### config.mk
export PLATFORM = sky130hd
export DESIGN_NAME = fp8_e4m3_format_converter_flat
export DESIGN_NICKNAME = d
export VERILOG_FILES = /design/src/f8cv_pkg.sv /design/src/f8cv_if.sv /design/src/f8cv_core.sv /design/src/fp8_e4m3_format_converter.sv /design/src/flat_wrapper.sv
export SDC_FILE = /design/constraint.sdc
export NUM_CORES = 1
export LEC_CHECK = 0
export BUFFER_PORTS_ARGS = -buffer_cell sky130_fd_sc_hd__buf_2
export CORE_AREA = 2 2 141 143
export DETAILED_ROUTE_END_ITERATION = 8
export DIE_AREA = 0 0 143 145
export GPL_TIMING_DRIVEN = 0
export PLACE_DENSITY = 0.75
export SETUP_SLACK_MARGIN = 0.15
export SLEW_MARGIN = 20
export SYNTH_ARGS = -nofsm -noshare
export SYNTH_HDL_FRONTEND = slang
export SYNTH_SLANG_ARGS = --single-unit
### constraint.sdc
create_clock -name i_clk -period 19.2 [get_ports i_clk]
set_input_delay 3.84 -clock i_clk [delete_from_list [all_inputs] [get_ports i_clk]]
set_output_delay 3.84 -clock i_clk [all_outputs]
set_load 0.02 [all_outputs]
### src/f8cv_pkg.sv
// Package: mode codes and fp8 constants for the fp8 format converter.
package f8cv_pkg;

    typedef enum logic [1:0] {
        MODE_INT_TO_FP8   = 2'd0,
        MODE_FP8_TO_INT   = 2'd1,
        MODE_FLT_TO_FP8   = 2'd2,
        MODE_FP8_TO_FLT   = 2'd3
    } t_mode;

    localparam logic [7:0]  FP8_POS_INF  = 8'h78;
    localparam logic [7:0]  FP8_NEG_INF  = 8'hF8;
    localparam logic [7:0]  FP8_POS_NAN  = 8'h7C;
    localparam logic [7:0]  FP8_NEG_NAN  = 8'hFC;
    localparam logic [31:0] INT_INF_CODE = 32'h8000_0000;
    localparam logic [31:0] MAX_MAG      = 32'd240;
    localparam logic [31:0] FLT_MAX_MAG  = 32'h4370_0000;
    localparam logic [7:0]  EXP_REBIAS   = 8'd120;

    typedef struct packed {
        logic [1:0]  mode;
        logic [31:0] int_value;
        logic [31:0] float_bits;
        logic [7:0]  tiny_value;
    } t_in_item;

    typedef struct packed {
        logic [7:0]  tiny_result;
        logic [31:0] int_result;
        logic [31:0] float_result;
    } t_out_item;

endpackage

### src/f8cv_if.sv
// Interfaces: valid/ready channels for input and result items.
interface f8cv_in_if import f8cv_pkg::*; ();
    logic     valid;
    logic     ready;
    t_in_item data;
    modport source (output valid, output data, input ready);
    modport sink   (input valid, input data, output ready);
endinterface

interface f8cv_out_if import f8cv_pkg::*; ();
    logic      valid;
    logic      ready;
    t_out_item data;
    modport source (output valid, output data, input ready);
    modport sink   (input valid, input data, output ready);
endinterface

### src/f8cv_core.sv
// Core: three-stage conversion datapath with per-stage valid bits and stall.
module f8cv_core import f8cv_pkg::*; (
    input  logic      i_clk,
    input  logic      i_rst_n,
    input  logic      i_adv,
    input  logic      i_valid,
    input  t_in_item  i_item,
    output logic      o_valid,
    output t_out_item o_item
);

    // stage 1: decode, magnitude, special-case classification
    logic        r_v1;
    logic [1:0]  r_mode1;
    logic        r_sign1;
    logic [31:0] r_mag1;
    logic [7:0]  r_special1;
    logic        r_is_spec1;
    logic [7:0]  r_tv1;
    logic [31:0] r_fb1;

    // stage 2: leading one / shift amounts
    logic        r_v2;
    logic [1:0]  r_mode2;
    logic        r_sign2;
    logic [31:0] r_mag2;
    logic [7:0]  r_special2;
    logic        r_is_spec2;
    logic [7:0]  r_tv2;
    logic [31:0] r_fb2;
    logic [4:0]  r_lpos2;

    logic        r_v3;
    t_out_item   r_out3;

    logic        n_sign1;
    logic [31:0] n_mag1;
    logic [7:0]  n_special1;
    logic        n_is_spec1;
    logic [4:0]  n_lpos2;
    t_out_item   n_out3;

    logic [7:0]  fe1;
    logic [22:0] fm1;
    logic [7:0]  fe;
    logic [22:0] fm;
    logic [3:0]  te;
    logic [2:0]  tf;
    logic [7:0]  sh;
    logic [23:0] sm;
    logic [4:0]  fp;
    logic [3:0]  fv;
    logic [4:0]  tp;
    logic [31:0] tmag;
    logic [31:0] ssm;

    always_comb begin
        n_sign1    = 1'b0;
        n_mag1     = '0;
        n_special1 = '0;
        n_is_spec1 = 1'b0;
        fe1 = i_item.float_bits[30:23];
        fm1 = i_item.float_bits[22:0];
        unique case (t_mode'(i_item.mode))
            MODE_INT_TO_FP8: begin
                n_sign1 = i_item.int_value[31];
                n_mag1  = n_sign1 ? (32'd0 - i_item.int_value) : i_item.int_value;
                if (i_item.int_value == '0) begin
                    n_is_spec1 = 1'b1;
                    n_special1 = '0;
                end else if (n_sign1 && (i_item.int_value == INT_INF_CODE
                                         || n_mag1 > MAX_MAG)) begin
                    n_is_spec1 = 1'b1;
                    n_special1 = FP8_NEG_INF;
                end else if (!n_sign1 && n_mag1 > MAX_MAG) begin
                    n_is_spec1 = 1'b1;
                    n_special1 = FP8_POS_INF;
                end
            end
            MODE_FLT_TO_FP8: begin
                n_sign1 = i_item.float_bits[31];
                n_mag1  = {1'b0, i_item.float_bits[30:0]};
                if (fe1 == 8'hFF && fm1 != '0) begin
                    n_is_spec1 = 1'b1;
                    n_special1 = n_sign1 ? FP8_NEG_NAN : FP8_POS_NAN;
                end else if (n_mag1 > FLT_MAX_MAG) begin
                    n_is_spec1 = 1'b1;
                    n_special1 = n_sign1 ? FP8_NEG_INF : FP8_POS_INF;
                end
            end
            MODE_FP8_TO_INT, MODE_FP8_TO_FLT: begin
                n_sign1 = i_item.tiny_value[7];
            end
            default: ;
        endcase
    end

    always_ff @(posedge i_clk) begin
        if (!i_rst_n) begin
            r_v1 <= 1'b0;
            r_v2 <= 1'b0;
            r_v3 <= 1'b0;
        end else if (i_adv) begin
            r_v1 <= i_valid;
            r_v2 <= r_v1;
            r_v3 <= r_v2;
        end
    end

    always_ff @(posedge i_clk) begin
        if (i_adv) begin
            r_mode1    <= i_item.mode;
            r_sign1    <= n_sign1;
            r_mag1     <= n_mag1;
            r_special1 <= n_special1;
            r_is_spec1 <= n_is_spec1;
            r_tv1      <= i_item.tiny_value;
            r_fb1      <= i_item.float_bits;
            r_mode2    <= r_mode1;
            r_sign2    <= r_sign1;
            r_mag2     <= r_mag1;
            r_special2 <= r_special1;
            r_is_spec2 <= r_is_spec1;
            r_tv2      <= r_tv1;
            r_fb2      <= r_fb1;
            r_lpos2    <= n_lpos2;
            r_out3     <= n_out3;
        end
    end

    // leading one of an int magnitude (at most 240, so 8 bits)
    always_comb begin
        n_lpos2 = '0;
        for (int k = 1; k < 8; k++) begin
            if (r_mag1[k]) n_lpos2 = 5'(k);
        end
    end

    always_comb begin
        n_out3 = '0;
        te   = r_tv2[6:3];
        tf   = r_tv2[2:0];
        fe   = r_fb2[30:23];
        fm   = r_fb2[22:0];
        sh   = 8'd141 - fe;
        sm   = {1'b1, fm};
        fp   = '0;
        fv   = '0;
        tp   = '0;
        tmag = '0;
        ssm  = '0;
        unique case (t_mode'(r_mode2))
            MODE_INT_TO_FP8: begin
                if (r_is_spec2) begin
                    n_out3.tiny_result = r_special2;
                end else begin
                    if (r_lpos2 < 5'd3)
                        ssm = r_mag2 << (5'd3 - r_lpos2);
                    else
                        ssm = r_mag2 >> (r_lpos2 - 5'd3);
                    n_out3.tiny_result = {r_sign2, 4'(r_lpos2 + 5'd7), ssm[2:0]};
                end
            end
            MODE_FLT_TO_FP8: begin
                if (r_is_spec2) begin
                    n_out3.tiny_result = r_special2;
                end else if (fe < 8'd121) begin
                    if (sh >= 8'd24)
                        n_out3.tiny_result = {r_sign2, 7'd0};
                    else begin
                        sm = sm >> sh[4:0];
                        n_out3.tiny_result = {r_sign2, 4'd0, sm[2:0]};
                    end
                end else begin
                    n_out3.tiny_result = {r_sign2, 4'(fe - EXP_REBIAS), fm[22:20]};
                end
            end
            MODE_FP8_TO_INT: begin
                if (te == 4'd15) begin
                    n_out3.int_result = INT_INF_CODE;
                end else begin
                    if (te >= 4'd10)
                        tmag = {28'd0, 1'b1, tf} << (te - 4'd10);
                    else
                        tmag = {28'd0, 1'b1, tf} >> (4'd10 - te);
                    n_out3.int_result = r_sign2 ? (32'd0 - tmag) : tmag;
                end
            end
            MODE_FP8_TO_FLT: begin
                if (te == 4'd15) begin
                    n_out3.float_result = {r_sign2,
                        (tf == '0) ? 31'h7F80_0000 : 31'h7FC0_0000};
                end else if (te != '0) begin
                    n_out3.float_result = {r_sign2, 8'(te) + EXP_REBIAS, tf, 20'd0};
                end else if (tf != '0) begin
                    tp = tf[2] ? 5'd2 : (tf[1] ? 5'd1 : 5'd0);
                    fv = {1'b0, tf} - (4'd1 << tp);
                    fp = 5'd23 - tp;
                    n_out3.float_result = {r_sign2, 8'(tp) + 8'd118,
                        23'({19'd0, fv} << fp)};
                end else begin
                    n_out3.float_result = {r_sign2, 31'd0};
                end
            end
            default: ;
        endcase
    end

    assign o_valid = r_v3;
    assign o_item  = r_out3;

endmodule

### src/fp8_e4m3_format_converter.sv
// Top level: fp8 <-> int32 / binary32 converter with valid/ready channels.
//  channel   dir  payload
//  in_ch     in   mode, int_value, float_bits, tiny_value
//  out_ch    out  tiny_result, int_result, float_result
// One item per cycle while the output is not stalled; each item passes through the three register stages.
// Reset clears the stage valid bits only.
// A stall on the output holds every stage; a stage moves when the last is empty or taken.
module fp8_e4m3_format_converter import f8cv_pkg::*; (
    input  logic   i_clk,
    input  logic   i_rst_n,
    f8cv_in_if.sink    in_ch,
    f8cv_out_if.source out_ch
);

    logic adv;
    logic out_valid;

    assign adv         = !out_valid || out_ch.ready;
    assign in_ch.ready = adv && i_rst_n;
    assign out_ch.valid = out_valid;

    f8cv_core u_core (
        .i_clk   (i_clk),
        .i_rst_n (i_rst_n),
        .i_adv   (adv),
        .i_valid (in_ch.valid),
        .i_item  (in_ch.data),
        .o_valid (out_valid),
        .o_item  (out_ch.data)
    );

`ifndef NO_ASSERTIONS
    a_stall_hold: assert property (@(posedge i_clk) disable iff (!i_rst_n)
        out_ch.valid && !out_ch.ready |=> out_ch.valid && $stable(out_ch.data))
        else $error("result changed during stall");
    a_ready: assert property (@(posedge i_clk) disable iff (!i_rst_n)
        !out_ch.valid |-> in_ch.ready)
        else $error("input blocked with empty output");
    a_one_hot_result: assert property (@(posedge i_clk) disable iff (!i_rst_n)
        out_ch.valid |-> $countones({out_ch.data.tiny_result != '0,
            out_ch.data.int_result != '0, out_ch.data.float_result != '0}) <= 1)
        else $error("more than one result field set");
`endif

endmodule
### src/flat_wrapper.sv
// flat-port wrapper written by rule: the top's interface ports become plain ports
module fp8_e4m3_format_converter_flat import f8cv_pkg::*;
  (i_clk, i_rst_n, in_ch_valid, in_ch_data, in_ch_ready, out_ch_valid, out_ch_data, out_ch_ready);
  f8cv_in_if in_ch_i ();
  f8cv_out_if out_ch_i ();
  input  logic i_clk;
  input  logic i_rst_n;
  input wire logic [$bits(in_ch_i.valid)-1:0] in_ch_valid;
  input wire logic [$bits(in_ch_i.data)-1:0] in_ch_data;
  output wire logic [$bits(in_ch_i.ready)-1:0] in_ch_ready;
  output wire logic [$bits(out_ch_i.valid)-1:0] out_ch_valid;
  output wire logic [$bits(out_ch_i.data)-1:0] out_ch_data;
  input wire logic [$bits(out_ch_i.ready)-1:0] out_ch_ready;
  assign in_ch_i.valid = in_ch_valid;
  assign in_ch_i.data = in_ch_data;
  assign in_ch_ready = in_ch_i.ready;
  assign out_ch_valid = out_ch_i.valid;
  assign out_ch_data = out_ch_i.data;
  assign out_ch_i.ready = out_ch_ready;
  fp8_e4m3_format_converter u_core (.i_clk(i_clk), .i_rst_n(i_rst_n), .in_ch(in_ch_i), .out_ch(out_ch_i));
endmodule
Yosys cells after proc, flatten, opt, wreduce, memory -nomap -nowiden
Index checks and enable logic that the tools add are counted.
{ "word_totals": {"ff_bits": 242, "input_bits": 78, "output_inout_bits": 74} }
{ "op_classes": {"add_sub_neg": 13, "n_lt_le_gt_ge": 6, "eq_ne": 9, "n_shift": 7, "mux": 40, "bitwise": 1, "n_reduce_logical": 19} }
{ "op_table": {"columns": ["cell", "count"], "rows": [
  ["2-to-1 mux 32 bit", 6],
  ["2-to-1 mux 31 bit", 3],
  ["2-to-1 mux 8 bit", 8],
  ["one-hot mux 32 bit (2 select lines)", 1],
  ["subtractor 1 x 32 -> 32 bit (first input constant)", 2],
  ["== test 32 bit (second input constant)", 1],
  ["> comparator 32 x 8 -> 1 bit (second input constant)", 1],
  ["zero test 32 bit", 1],
  ["one-hot mux 8 bit (2 select lines)", 2],
  ["<< shifter 32 x 5 -> 3 bit", 1],
  ["<< shifter 4 x 4 -> 32 bit", 1],
  [">> shifter 32 x 5 -> 3 bit", 1],
  [">> shifter 4 x 4 -> 32 bit", 1],
  ["> comparator 31 bit (second input constant)", 1],
  [">> shifter 24 x 5 -> 3 bit", 1],
  ["2-to-1 mux 23 bit", 1],
  ["nonzero test 23 bit", 1],
  ["<< shifter 4 x 5 -> 23 bit", 1],
  ["2-to-1 mux 7 bit", 2],
  ["2-to-1 mux 3 bit", 4],
  ["adder 2 x 7 -> 8 bit (second input constant)", 1],
  ["adder 4 x 7 -> 8 bit (second input constant)", 1],
  ["== test 2 bit (second input constant)", 4],
  ["== test 8 bit (second input constant)", 1],
  ["29 further kinds", 48]
]} }

Logic depth before layout (Yosys ltp)
Gate-level depths: netlist of run 1.
{ "depth": {"depth_word": 8, "mapped_depth": 15} }

Hierarchy
From an unflattened synthesis of run 1, not the netlist that was laid out.
{ "hier_totals": {"cells_unflattened": 884, "hier_area_um2": 10134.7} }
{ "modules_own_cells": {"columns": ["mod", "n_inst", "cells_per_inst", "area_per_inst_um2"], "rows": [
  ["f8cv_core", 1, 882, 10112.2],
  ["fp8_e4m3_format_converter", 1, 2, 22.5]
]} }

Worst setup path after synthesis of run 1
No wires, ideal clock.
{ "synth_path": {"kind": "in2out", "start": "input out_ch_ready", "end": "output in_ch_ready", "arrival_time_ns": 9.563, "required_ns": 15.360, "slack_ns": 5.797, "path_stages": 3, "n_path_buf": 1, "cell_sequence": "nand2b_1 -> clkbuf_1 -> and2_1"} }
{ "synth_via": {"elab_chain_len": 2} }
{ "synth_rtl": {"columns": ["item", "line", "rtl"], "rows": [
  ["start, declared", "flat_wrapper.sv:13", "input wire logic [$bits(out_ch_i.ready)-1:0] out_ch_ready;"],
  ["logical OR 1 bit", "fp8_e4m3_format_converter.sv:18", "assign adv = !out_valid || out_ch.ready;"],
  ["logical AND 1 bit", "fp8_e4m3_format_converter.sv:19", "assign in_ch.ready = adv && i_rst_n;"],
  ["end, declared", "flat_wrapper.sv:10", "output wire logic [$bits(in_ch_i.ready)-1:0] in_ch_ready;"]
]} }
No other way between the ends.

Final worst setup path of run 1
Ends and elaborated chain as after synthesis.

==> reports/metrics.cfg, run 1 <==
[cts]
cts_num_sinks = 182
cts_resized = 0
clk_pin_slew_worst_paths_ns = 0.07
root_buffer = clkbuf_16
cts_tree = built
htree_levels = 4
cts_buffers = 17
clockBufferDepth = 2
cts_setup_buffers = 0
insertion_delay_ns = 0.43
hold_buffers = 0

[floorplanning]
floorplan.initialDensity = 0.533
row_count = 51
dieHeight_um = 145
fp.dieArea_mm2 = 0.0207
io_pins = 152
core-area_mm2 = 0.0192
die_x_um = 143

[timing]
max_slew_margin = 0.524
hold_violations = 0
hold_ws_ns = 0.413
fmax_mhz = 117
tns_ns = 0
min_period_over_period = 0.447
maxSlewViolCount = 0
fin_ws_ns = 10.62
skew_ns = 0.00674
rsz0062_at_grt = no
period_minus_slack_ns = 8.58
worstMarginPinSlew_ns = 0.708
setup_violations = 0

[final_layout]
final_cell_mix = 179 x edfxtp_1, 132 x buf_2, 104 x nor2_1
postLayoutCoreUtil = 0.623
fin_cells = 1328
layout_commonest_cell = edfxtp_1
num_antenna_cells = 0
areaGrowthSynthToFinish_pct = 16.9
drive_gt1_frac = 0.233
nNetsFinal = 1144

[logic_synthesis]
yosys_warnings = 0
synthMuxAreaShare = 0.0853
yosys.area_share.adder = 0.0196
ys_ff_latch = 182
syn_avg_cell_area_um2 = 11.6
synth_top_family_by_area = simple AND/OR/NAND/NOR gates
ys.flop_type = edfxtp_1
synth-async-reset-ratio = 0
ys_types = 84
synthCells = 883
syn_area_mm2 = 0.0102
synth_edf_count = 179
synth_compound_area_frac = 0.121
synthXorXnorAreaFrac = 0.0334
ys_seq_area_frac = 0.531
synth-simple-area-share = 0.160

[grt]
track_usage = 0.224
grt_max_degree = 62
overflow = 0
grt_pass1_vias = 6934
antenna_found_initial = 0
grt_pass1_wl_um = 36400

[critical_path]
end_kind = primary output
worstSetupPathType = input pin to primary output
crit_fanout = 25
critPathArrivalTime_ns = 4.74
worstPathRequired_ns = 15.36
setup.worst_path.start_class = input pin

[routing]
dr.pass1.iters = 6
wirelength_um = 23300
vias = 7667
avgRoutedWirePerCell_um = 17.6
viasPerCell = 5.77
drt_iter0_markers = 648
drc = 0
ant_nets = 0

[power]
powerDensity_mw_per_mm2 = 88.7
p_comb_frac = 0.197
switchingPower_w = 0.000292
clkPwrFrac = 0.341
vdd_drop_max_mv = 0.0667
internal_power_w = 0.000769
seqPwrFrac = 0.461
power_leakage_nw = 4.78
p_sw_frac = 0.276

[place]
gp_congestion = 0.930
dp_hpwl_um = 17500
dp_slack_ns = 10.61
port_buffers = 126
numPlacedInstances = 1296

[worst_hold_path]
hp-class = register to register

[run_status]
status = finished clean

[flow_run]
drv_cap = 0

## logic make-up after synthesis
group | Yosys count
compound gates | 183
buf+inv | 104
simple gates | 309
flops | 182
fa+ha+maj | 16
mux | 49
other cells | 1
xor+xnor | 39
## flip-flops by register name, indices dropped and copies added (netlist names), 2 cells and up
register and count:
u_core.u_core.o_item 50, u_core.u_core.r_lpos2 3, u_core.u_core.r_mag2 18, u_core.u_core.r_fb1 31, u_core.u_core.r_special2 3, u_core.u_core.r_mode1 2
u_core.u_core.r_tv2 7, u_core.u_core.r_tv1 7, u_core.u_core.r_fb2 31, u_core.u_core.r_mag1 18, u_core.u_core.r_special1 3, u_core.u_core.r_mode2 2
## path summary, 6_finish.rpt
| kind | from | to | slack, ns | cells after the start |
|---|---|---|---|---|
| setup / recovery | out_ch_ready | in_ch_ready | 10.62 | 5 |
| hold / removal | u_core.u_core.r_mag1[8]$_SDFFCE_PN0N_ | u_core.u_core.r_mag2[8]$_DFFE_PN_ | 0.41 | 0 |
| setup reg to reg | u_core.u_core.r_tv2[4]$_DFFE_PN_ | u_core.u_core.o_item[48]$_SDFFCE_PP0N_ | 14.86 | 14 |
| hold reg to reg | u_core.u_core.r_mag1[8]$_SDFFCE_PN0N_ | u_core.u_core.r_mag2[8]$_DFFE_PN_ | 0.41 | 0 |
## synth_stat cells, types with 4 or more instances
library cell,count,share of area
buf_1,5,0.0018
nand4_1,9,0.0055
inv_1,24,0.0088
or4_1,6,0.0044
a21o_1,5,0.0037
o31ai_1,16,0.012
a211oi_1,7,0.0051
nor2b_1,12,0.0073
a41oi_1,5,0.0043
o21ai_1,6,0.0029
nand4b_1,5,0.0043
mux2_2,4,0.0044
nor3_1,17,0.0083
a31oi_1,4,0.0024
mux4_2,30,0.066
nor4_1,13,0.0080
o21ai_0,28,0.014
or3_1,12,0.0073
nand2_1,49,0.018
o41ai_1,5,0.0043
o21a_1,4,0.0029
ha_1,16,0.020
edfxtp_1,179,0.53
nand2b_1,12,0.0073
xnor2_1,20,0.017
buf_2,6,0.0029
mux2i_1,14,0.014
nand3_1,25,0.012
xor2_1,19,0.016
o22ai_1,4,0.0024
or2_2,4,0.0024
a21oi_1,58,0.028
nor3b_1,7,0.0051
nor2_1,104,0.038
clkbuf_1,45,0.017
and3_1,10,0.0061
buf_4,22,0.016
## stage by stage
stage	total power (W)	area, um^2
after detailed placement	0.000705	11300
after floorplan	0.000645	10300
after global placement	0.000702	11300
after global routing	0.00111	12000
after CTS	0.00107	12000
final	0.00106	12000
## layout make-up
type | count | area, um^2
fillers | 1511 | 7250
flip-flops and latches | 182 | 5440
multi-input cells | 616 | 4370
repair buffers | 129 | 706
clock buffers | 19 | 433
plain buffers | 80 | 409
well taps | 265 | 332
clock inverters | 13 | 186
inverters | 24 | 90.1
## routing by layer
| layer | GRT usage | routed length, um | vias to the layer above |
|---|---|---|---|
| li1 | - | - | 3662 |
| met1 | 0.320 | 10400 | 3637 |
| met2 | 0.356 | 11000 | 339 |
| met3 | 0.0366 | 1490 | 29 |
| met4 | 0.0644 | 386 | 0 |
| met5 | 0 | 0 | - |
## critical path, stage by stage
cell and delay, ns:
buf_2 0.09, nand2b_1 0.12, clkbuf_4 0.30, and2_1 0.23, buf_2 0.15
## power by group through the flow
| stage | Clock, W | Sequential (W) | Combinational, W |
|---|---|---|---|
| 3_3_place_gp | 0 | 0.000498 | 0.000204 |
| 3_5_place_dp | 0 | 0.000498 | 0.000207 |
| 4_1_cts | 0.000368 | 0.000489 | 0.000208 |
| 5_1_grt | 0.000385 | 0.000493 | 0.000228 |
| 2_1_floorplan | 0 | 0.000507 | 0.000138 |
| 6_report | 0.000362 | 0.000489 | 0.000210 |
Power figures use the tool's default switching activity.
==> inputs of run 2 (changes only) <==
- ABC_AREA: default -> 1
- CORE_AREA: 2 2 141 143 -> 2 2 145 147
- DIE_AREA: 0 0 143 145 -> 0 0 147 149
- PLACE_DENSITY: 0.75 -> 0.76
- clock period: 19.2 -> 7.4 ns (I/O delays scaled with it)
==> reports/metrics.cfg, run 2 <==
[run_status]
status = finished clean

[final_layout]
fin_cells = 1675  ; +26%
drive_gt1_frac = 0.181  ; -0.0519
layout_commonest_cell = nand2_1
nNetsFinal = 1481  ; +29%
largest_register_ffs = 50  ; unchanged
num_antenna_cells = 0  ; unchanged
postLayoutCoreUtil = 0.591  ; -0.0319
design_area_mm2 = 0.0121  ; +1.5%
final_cell_mix = 290 x nand2_1, 179 x edfxtp_1, 148 x inv_1
areaGrowthSynthToFinish_pct = 16.3

[routing]
avgRoutedWirePerCell_um = 14.1  ; -20%
wirelength_um = 23600  ; +1.3%
viasPerCell = 5.21  ; -9.8%
vias = 8725  ; +14%
dr.pass1.iters = 7  ; +1
drt_iter0_markers = 723  ; +12%
drc = 0  ; unchanged
ant_nets = 0  ; unchanged

[logic_synthesis]
ys.flop_type = edfxtp_1
synthMuxAreaShare = 0.00192  ; -0.0833
synthXorXnorAreaFrac = 0.00503  ; -0.0284
syn_avg_cell_area_um2 = 8.57  ; -26%
yosys.area_share.adder = 0.0192  ; -0.000396
synth_edf_count = 179  ; unchanged
synth_largest_area_cell = edfxtp_1
synthTopCellsByArea = edfxtp_1 51%, nand2_1 10%, inv_1 5.4%
synth_common_cells = 290 x nand2_1, 179 x edfxtp_1, 149 x inv_1
synth_most_common_cell = nand2_1
synth_compound_area_frac = 0.0985  ; -0.0228
ys_types = 54  ; -36%
synthCells = 1218  ; +38%
syn_area_mm2 = 0.0104  ; +2.1%
synth-simple-area-share = 0.264  ; +0.104
synth-async-reset-ratio = 0  ; unchanged
synth_top_area_frac = 0.515  ; -0.0106
synth_top_family_by_area = simple AND/OR/NAND/NOR gates
yosys_warnings = 0  ; unchanged
ys_seq_area_frac = 0.521  ; -0.0108
ys_ff_latch = 182  ; unchanged

[place]
dp_hpwl_um = 18000  ; +2.8%
numPlacedInstances = 1643  ; +27%
port_buffers = 130  ; +3.2%
post_dp_cell_area_mm2 = 0.0115  ; +1.8%
dp_slack_ns = 3.66  ; -6.95 ns
gp_congestion = 0.944  ; +1.4%

[timing]
max_slew_margin = 0.400  ; -0.124
skew_ns = 0.0112  ; +0.00446 ns
rsz0062_at_grt = no
maxSlewViolCount = 0  ; unchanged
fmax_mhz = 268
tns_ns = 0  ; unchanged
hold_violations = 0  ; unchanged
min_period_over_period = 0.505
fin_ws_ns = 3.67  ; -6.95 ns
setup_violations = 0  ; unchanged
worstMarginPinSlew_ns = 0.877  ; +0.169 ns
period_minus_slack_ns = 3.73

[floorplanning]
fp.dieArea_mm2 = 0.0219  ; +5.6%
floorplan.initialDensity = 0.508  ; -0.0247
io_pins = 152  ; unchanged
dieHeight_um = 149  ; +2.8%
row_count = 53  ; +3.9%
core-area_mm2 = 0.0206  ; +7.0%
die_x_um = 147  ; +2.8%

[critical_path]
worstSetupPathType = input pin to primary output
slowest_stage = nor2_1
worstPathRequired_ns = 5.92  ; -9.44 ns
path_cells = buf_2 -> nor2_1 -> nor2_1 -> buf_2
critPathArrivalTime_ns = 2.25  ; -2.49 ns
crit_fanout = 5  ; -80%
end_kind = primary output
setup.worst_path.start_class = input pin
max_stage_delay_ns = 0.42  ; +0.12 ns

[cts]
cts_num_sinks = 182  ; unchanged
cts_setup_buffers = 0  ; unchanged
insertion_delay_ns = 0.44  ; about the same
cts_buffers = 17  ; unchanged
clk_pin_slew_worst_paths_ns = 0.07  ; about the same
cts_tree = built
htree_levels = 4  ; unchanged
clockBufferDepth = 2  ; unchanged
cts_resized = 0  ; unchanged
hold_buffers = 0  ; unchanged
root_buffer = clkbuf_16

[grt]
grt_pass1_wl_um = 38400  ; +5.5%
overflow = 0  ; unchanged
grt_max_degree = 94  ; +52%
antenna_found_initial = 2  ; +2
track_usage = 0.218  ; -0.00574
grt_pass1_vias = 7961  ; +15%

[power]
powerDensity_mw_per_mm2 = 233  ; +160%
vdd_drop_max_mv = 0.158  ; +140%
power_leakage_nw = 5.72  ; +20%

[flow_run]
drv_cap = 0  ; unchanged

[worst_hold_path]
hp-class = register to register

-- run 2: final timing paths --
path	to	slack [ns]	from	cells past startpoint
min	u_core.u_core.r_mag2[31]$_DFFE_PN_	0.42	u_core.u_core.r_mag1[31]$_SDFFCE_PN0N_	0
min reg2reg	u_core.u_core.r_mag2[31]$_DFFE_PN_	0.42	u_core.u_core.r_mag1[31]$_SDFFCE_PN0N_	0
max reg2reg	u_core.u_core.o_item[60]$_SDFFCE_PP0N_	4.47	u_core.u_core.r_tv2[4]$_DFFE_PN_	15
max	in_ch_ready	3.67	out_ch_ready	4
-- run 2: per-stage QoR --
stage / hold WS (ns) / power (W)
5_1_grt: 0.428 / 0.00297
2_1_floorplan: 0.400 / 0.00177
3_3_place_gp: 0.401 / 0.00194
3_5_place_dp: 0.405 / 0.00195
6_report: 0.416 / 0.00283
4_1_cts: 0.419 / 0.00283
-- run 2: final cells by class --
cell class | count | area [um^2]
Sequential cell | 182 | 5440
Clock buffer | 17 | 425
Buffer | 54 | 312
Inverter | 167 | 639
Timing Repair Buffer | 131 | 678
Fill cell | 1787 | 8410
Tap cell | 275 | 344
Clock inverter | 15 | 179
Multi-Input combinational cell | 834 | 4130
-- run 2: routing by layer --
layer / track usage / routed length (um)
met5: 0 / 27
met4: 0.0841 / 543
met3: 0.0373 / 1370
met2: 0.356 / 11000
met1: 0.295 / 10700
-- run 2: logic make-up (layout without fill, tap and decap cells) --
logic type / after synthesis / after routing
muxes: 2 / 2
xor gates and xnor gates: 6 / 6
and+or+nand+nor: 615 / 615
DFF: 182 / 182
AOI/OAI and AO/OA: 175 / 175
adders and majority gates: 16 / 16
buffers and inverters: 221 / 384
other: 1 / 20
-- run 2: critical path: cells and delay by family --
family	cells	cell delay (ns)
simple gates	2	0.50
buf+inv	2	0.27
-- run 2: power breakdown --
part	switching, W	internal [W]	total, W
combinational	0.000440	0.000214	0.000654
sequential	0.0000428	0.00124	0.00128
clock	0.000441	0.000458	0.000899
total	0.000923	0.00191	0.00283
==> inputs of run 3 (changes only) <==
- CORE_AREA: 2 2 145 147 -> 2 2 143 145
- DIE_AREA: 0 0 147 149 -> 0 0 145 147
- PLACE_DENSITY: 0.76 -> 0.75
- clock period: 7.4 -> 3.88 ns (I/O delays scaled with it)
==> reports/metrics.cfg, run 3 (synthesis results as in run 2) <==
[cts]
cts_tree = built
root_buffer = clkbuf_16
clk_pin_slew_worst_paths_ns = 0.08  ; about the same
cts_num_sinks = 182  ; unchanged
htree_levels = 4  ; unchanged
hold_buffers = 0  ; unchanged
clockBufferDepth = 2  ; unchanged
cts_buffers = 17  ; unchanged
cts_setup_buffers = 0  ; unchanged
insertion_delay_ns = 0.44  ; about the same
cts_resized = 0  ; unchanged

[floorplanning]
core-area_mm2 = 0.0198  ; -3.5%
row_count = 52  ; -1.9%
floorplan.initialDensity = 0.526  ; +0.0183
die_x_um = 145  ; -1.4%
fp.dieArea_mm2 = 0.0213  ; -2.7%
dieHeight_um = 147  ; -1.3%
io_pins = 152  ; unchanged

[critical_path]
rr_worst_depth = 15  ; unchanged
worstPathRequired_ns = 4.04  ; -1.88 ns
critPathArrivalTime_ns = 3.12  ; +0.87 ns
r2r-start = u_core.u_core.r_tv2[4]$_DFFE_PN_
end_kind = register
startpoint = u_core.u_core.r_tv2[4]$_DFFE_PN_
worstSetupPathType = register to register
setup.worst_path.start_class = register
crit_fanout = 10  ; +5

[timing]
hold_violations = 0  ; unchanged
fin_ws_ns = 0.924  ; -2.74 ns
max_slew_margin = 0.444  ; +0.0436
min_period_over_period = 0.762
fmax_mhz = 338
worstMarginPinSlew_ns = 0.813  ; -0.0637 ns
tns_ns = 0  ; unchanged
skew_ns = 0.0143  ; +0.00313 ns
rsz0062_at_grt = no
setup_violations = 0  ; unchanged
maxSlewViolCount = 0  ; unchanged
period_minus_slack_ns = 2.96

[final_layout]
ff_latch_area_mm2 = 0.00544  ; unchanged
postLayoutCoreUtil = 0.616  ; +0.0250
layout_commonest_cell = nand2_1
final_cell_mix = 290 x nand2_1, 179 x edfxtp_1, 148 x inv_1
num_antenna_cells = 0  ; unchanged
areaGrowthSynthToFinish_pct = 17.1
multi_input_area_mm2 = 0.00414  ; +0.18%
design_area_mm2 = 0.0122  ; +0.62%
drive_gt1_frac = 0.184  ; +0.00304
nNetsFinal = 1485  ; +0.27%
largest_register_ffs = 50  ; unchanged
n_fill_cell = 1688  ; -5.5%

[routing]
viasPerCell = 5.24  ; +0.68%
vias = 8779  ; +0.62%
dr.pass1.iters = 6  ; -1
avgRoutedWirePerCell_um = 14.4  ; +2.1%
drt_iter0_markers = 713  ; -1.4%
wirelength_um = 24100  ; +2.0%
drc = 0  ; unchanged
ant_nets = 0  ; unchanged

[power]
vdd_drop_max_mv = 0.285  ; +81%
powerDensity_mw_per_mm2 = 445  ; +91%
p_comb_frac = 0.230  ; about the same
clkPwrFrac = 0.320  ; +0.003
internal_power_w = 0.00370  ; +94%
switchingPower_w = 0.00174  ; +88%
power_leakage_nw = 5.76  ; +0.68%
p_sw_frac = 0.319  ; -0.00624
seqPwrFrac = 0.450  ; -0.002
power_w = 0.00544  ; +92%

[grt]
antenna_found_initial = 0  ; -2
grt_max_degree = 39  ; -59%
track_usage = 0.227  ; +0.00854
grt_pass1_wl_um = 38800  ; +1.0%
overflow = 0  ; unchanged
grt_pass1_vias = 8023  ; +0.78%

[worst_hold_path]
holdCritStartpoint = u_core.u_core.r_tv1[6]$_DFFE_PN_
hp-class = register to register
whs_path_depth = 0  ; unchanged

[flow_run]
drv_cap = 0  ; unchanged

[run_status]
status = finished clean

[place]
port_buffers = 130  ; unchanged
dp_slack_ns = 0.938  ; -2.72 ns
post_dp_cell_area_mm2 = 0.0116  ; +0.67%
dp_hpwl_um = 18400  ; +2.4%
gp_congestion = 0.923  ; -2.2%

[run 3: changes by cell type in the layout (fill, tap and decap cells not counted), sizes merged]
| cell | change |
|---|---|
| buf | +4 |
| clkinv | -2 |
| clkinvlp | +1 |
| bufinv | +1 |
[run 3: worst max-delay path, stage by stage (launching register included)]
cell,delay [ns]
edfxtp_1,0.48
buf_6,0.19
inv_2,0.15
ha_1,0.38
nor2_8,0.10
inv_2,0.10
nor2_1,0.04
inv_1,0.05
nand2_1,0.13
inv_1,0.12
ha_1,0.25
nand3_4,0.12
nor2_4,0.17
nand3_2,0.14
nor2_4,0.18
nor3_1,0.07
[run 3: area by class of cell]
cell class / instances / area share
clock buffers: 17 / 0.0348
plain buffers: 54 / 0.0255
inverters: 167 / 0.0520
flip-flops and latches: 182 / 0.445
clock inverters: 15 / 0.0144
repair buffers: 135 / 0.0620
well taps: 270 / 0.0276
multi-input cells: 834 / 0.339
[run 3: metrics by stage]
stage | std cells | hold WS, ns
3_3_place_gp | 1637 | 0.401
5_1_grt | 1674 | 0.426
4_1_cts | 1674 | 0.418
6_report | 1674 | 0.411
2_1_floorplan | 1237 | 0.400
3_5_place_dp | 1642 | 0.405
[run 3: final timing paths]
| check | slack (ns) | to |
|---|---|---|
| setup / recovery | 0.92 | u_core.u_core.o_item[62]$_SDFFCE_PP0N_ |
| hold / removal | 0.41 | u_core.u_core.r_tv2[6]$_DFFE_PN_ |
| setup reg to reg | 0.92 | u_core.u_core.o_item[62]$_SDFFCE_PP0N_ |
| hold reg to reg | 0.41 | u_core.u_core.r_tv2[6]$_DFFE_PN_ |
[run 3: power by group through the flow]
stage	logic, W	clock network (W)	registers (W)
after floorplan	0.000820	0	0.00255
after global placement	0.00121	0	0.00249
after detailed placement	0.00123	0	0.00249
after CTS	0.00124	0.00176	0.00245
after global routing	0.00139	0.00183	0.00247
final	0.00125	0.00174	0.00245
[run 3: routing by layer]
metal  vias to the layer above  global-route usage  wire (um)
li1                       4409                   -          -
met1                      3991               0.308      10700
met2                       327               0.369      11500
met3                        52              0.0345       1330
met4                         0              0.0936        641
met5                         -                   0          0
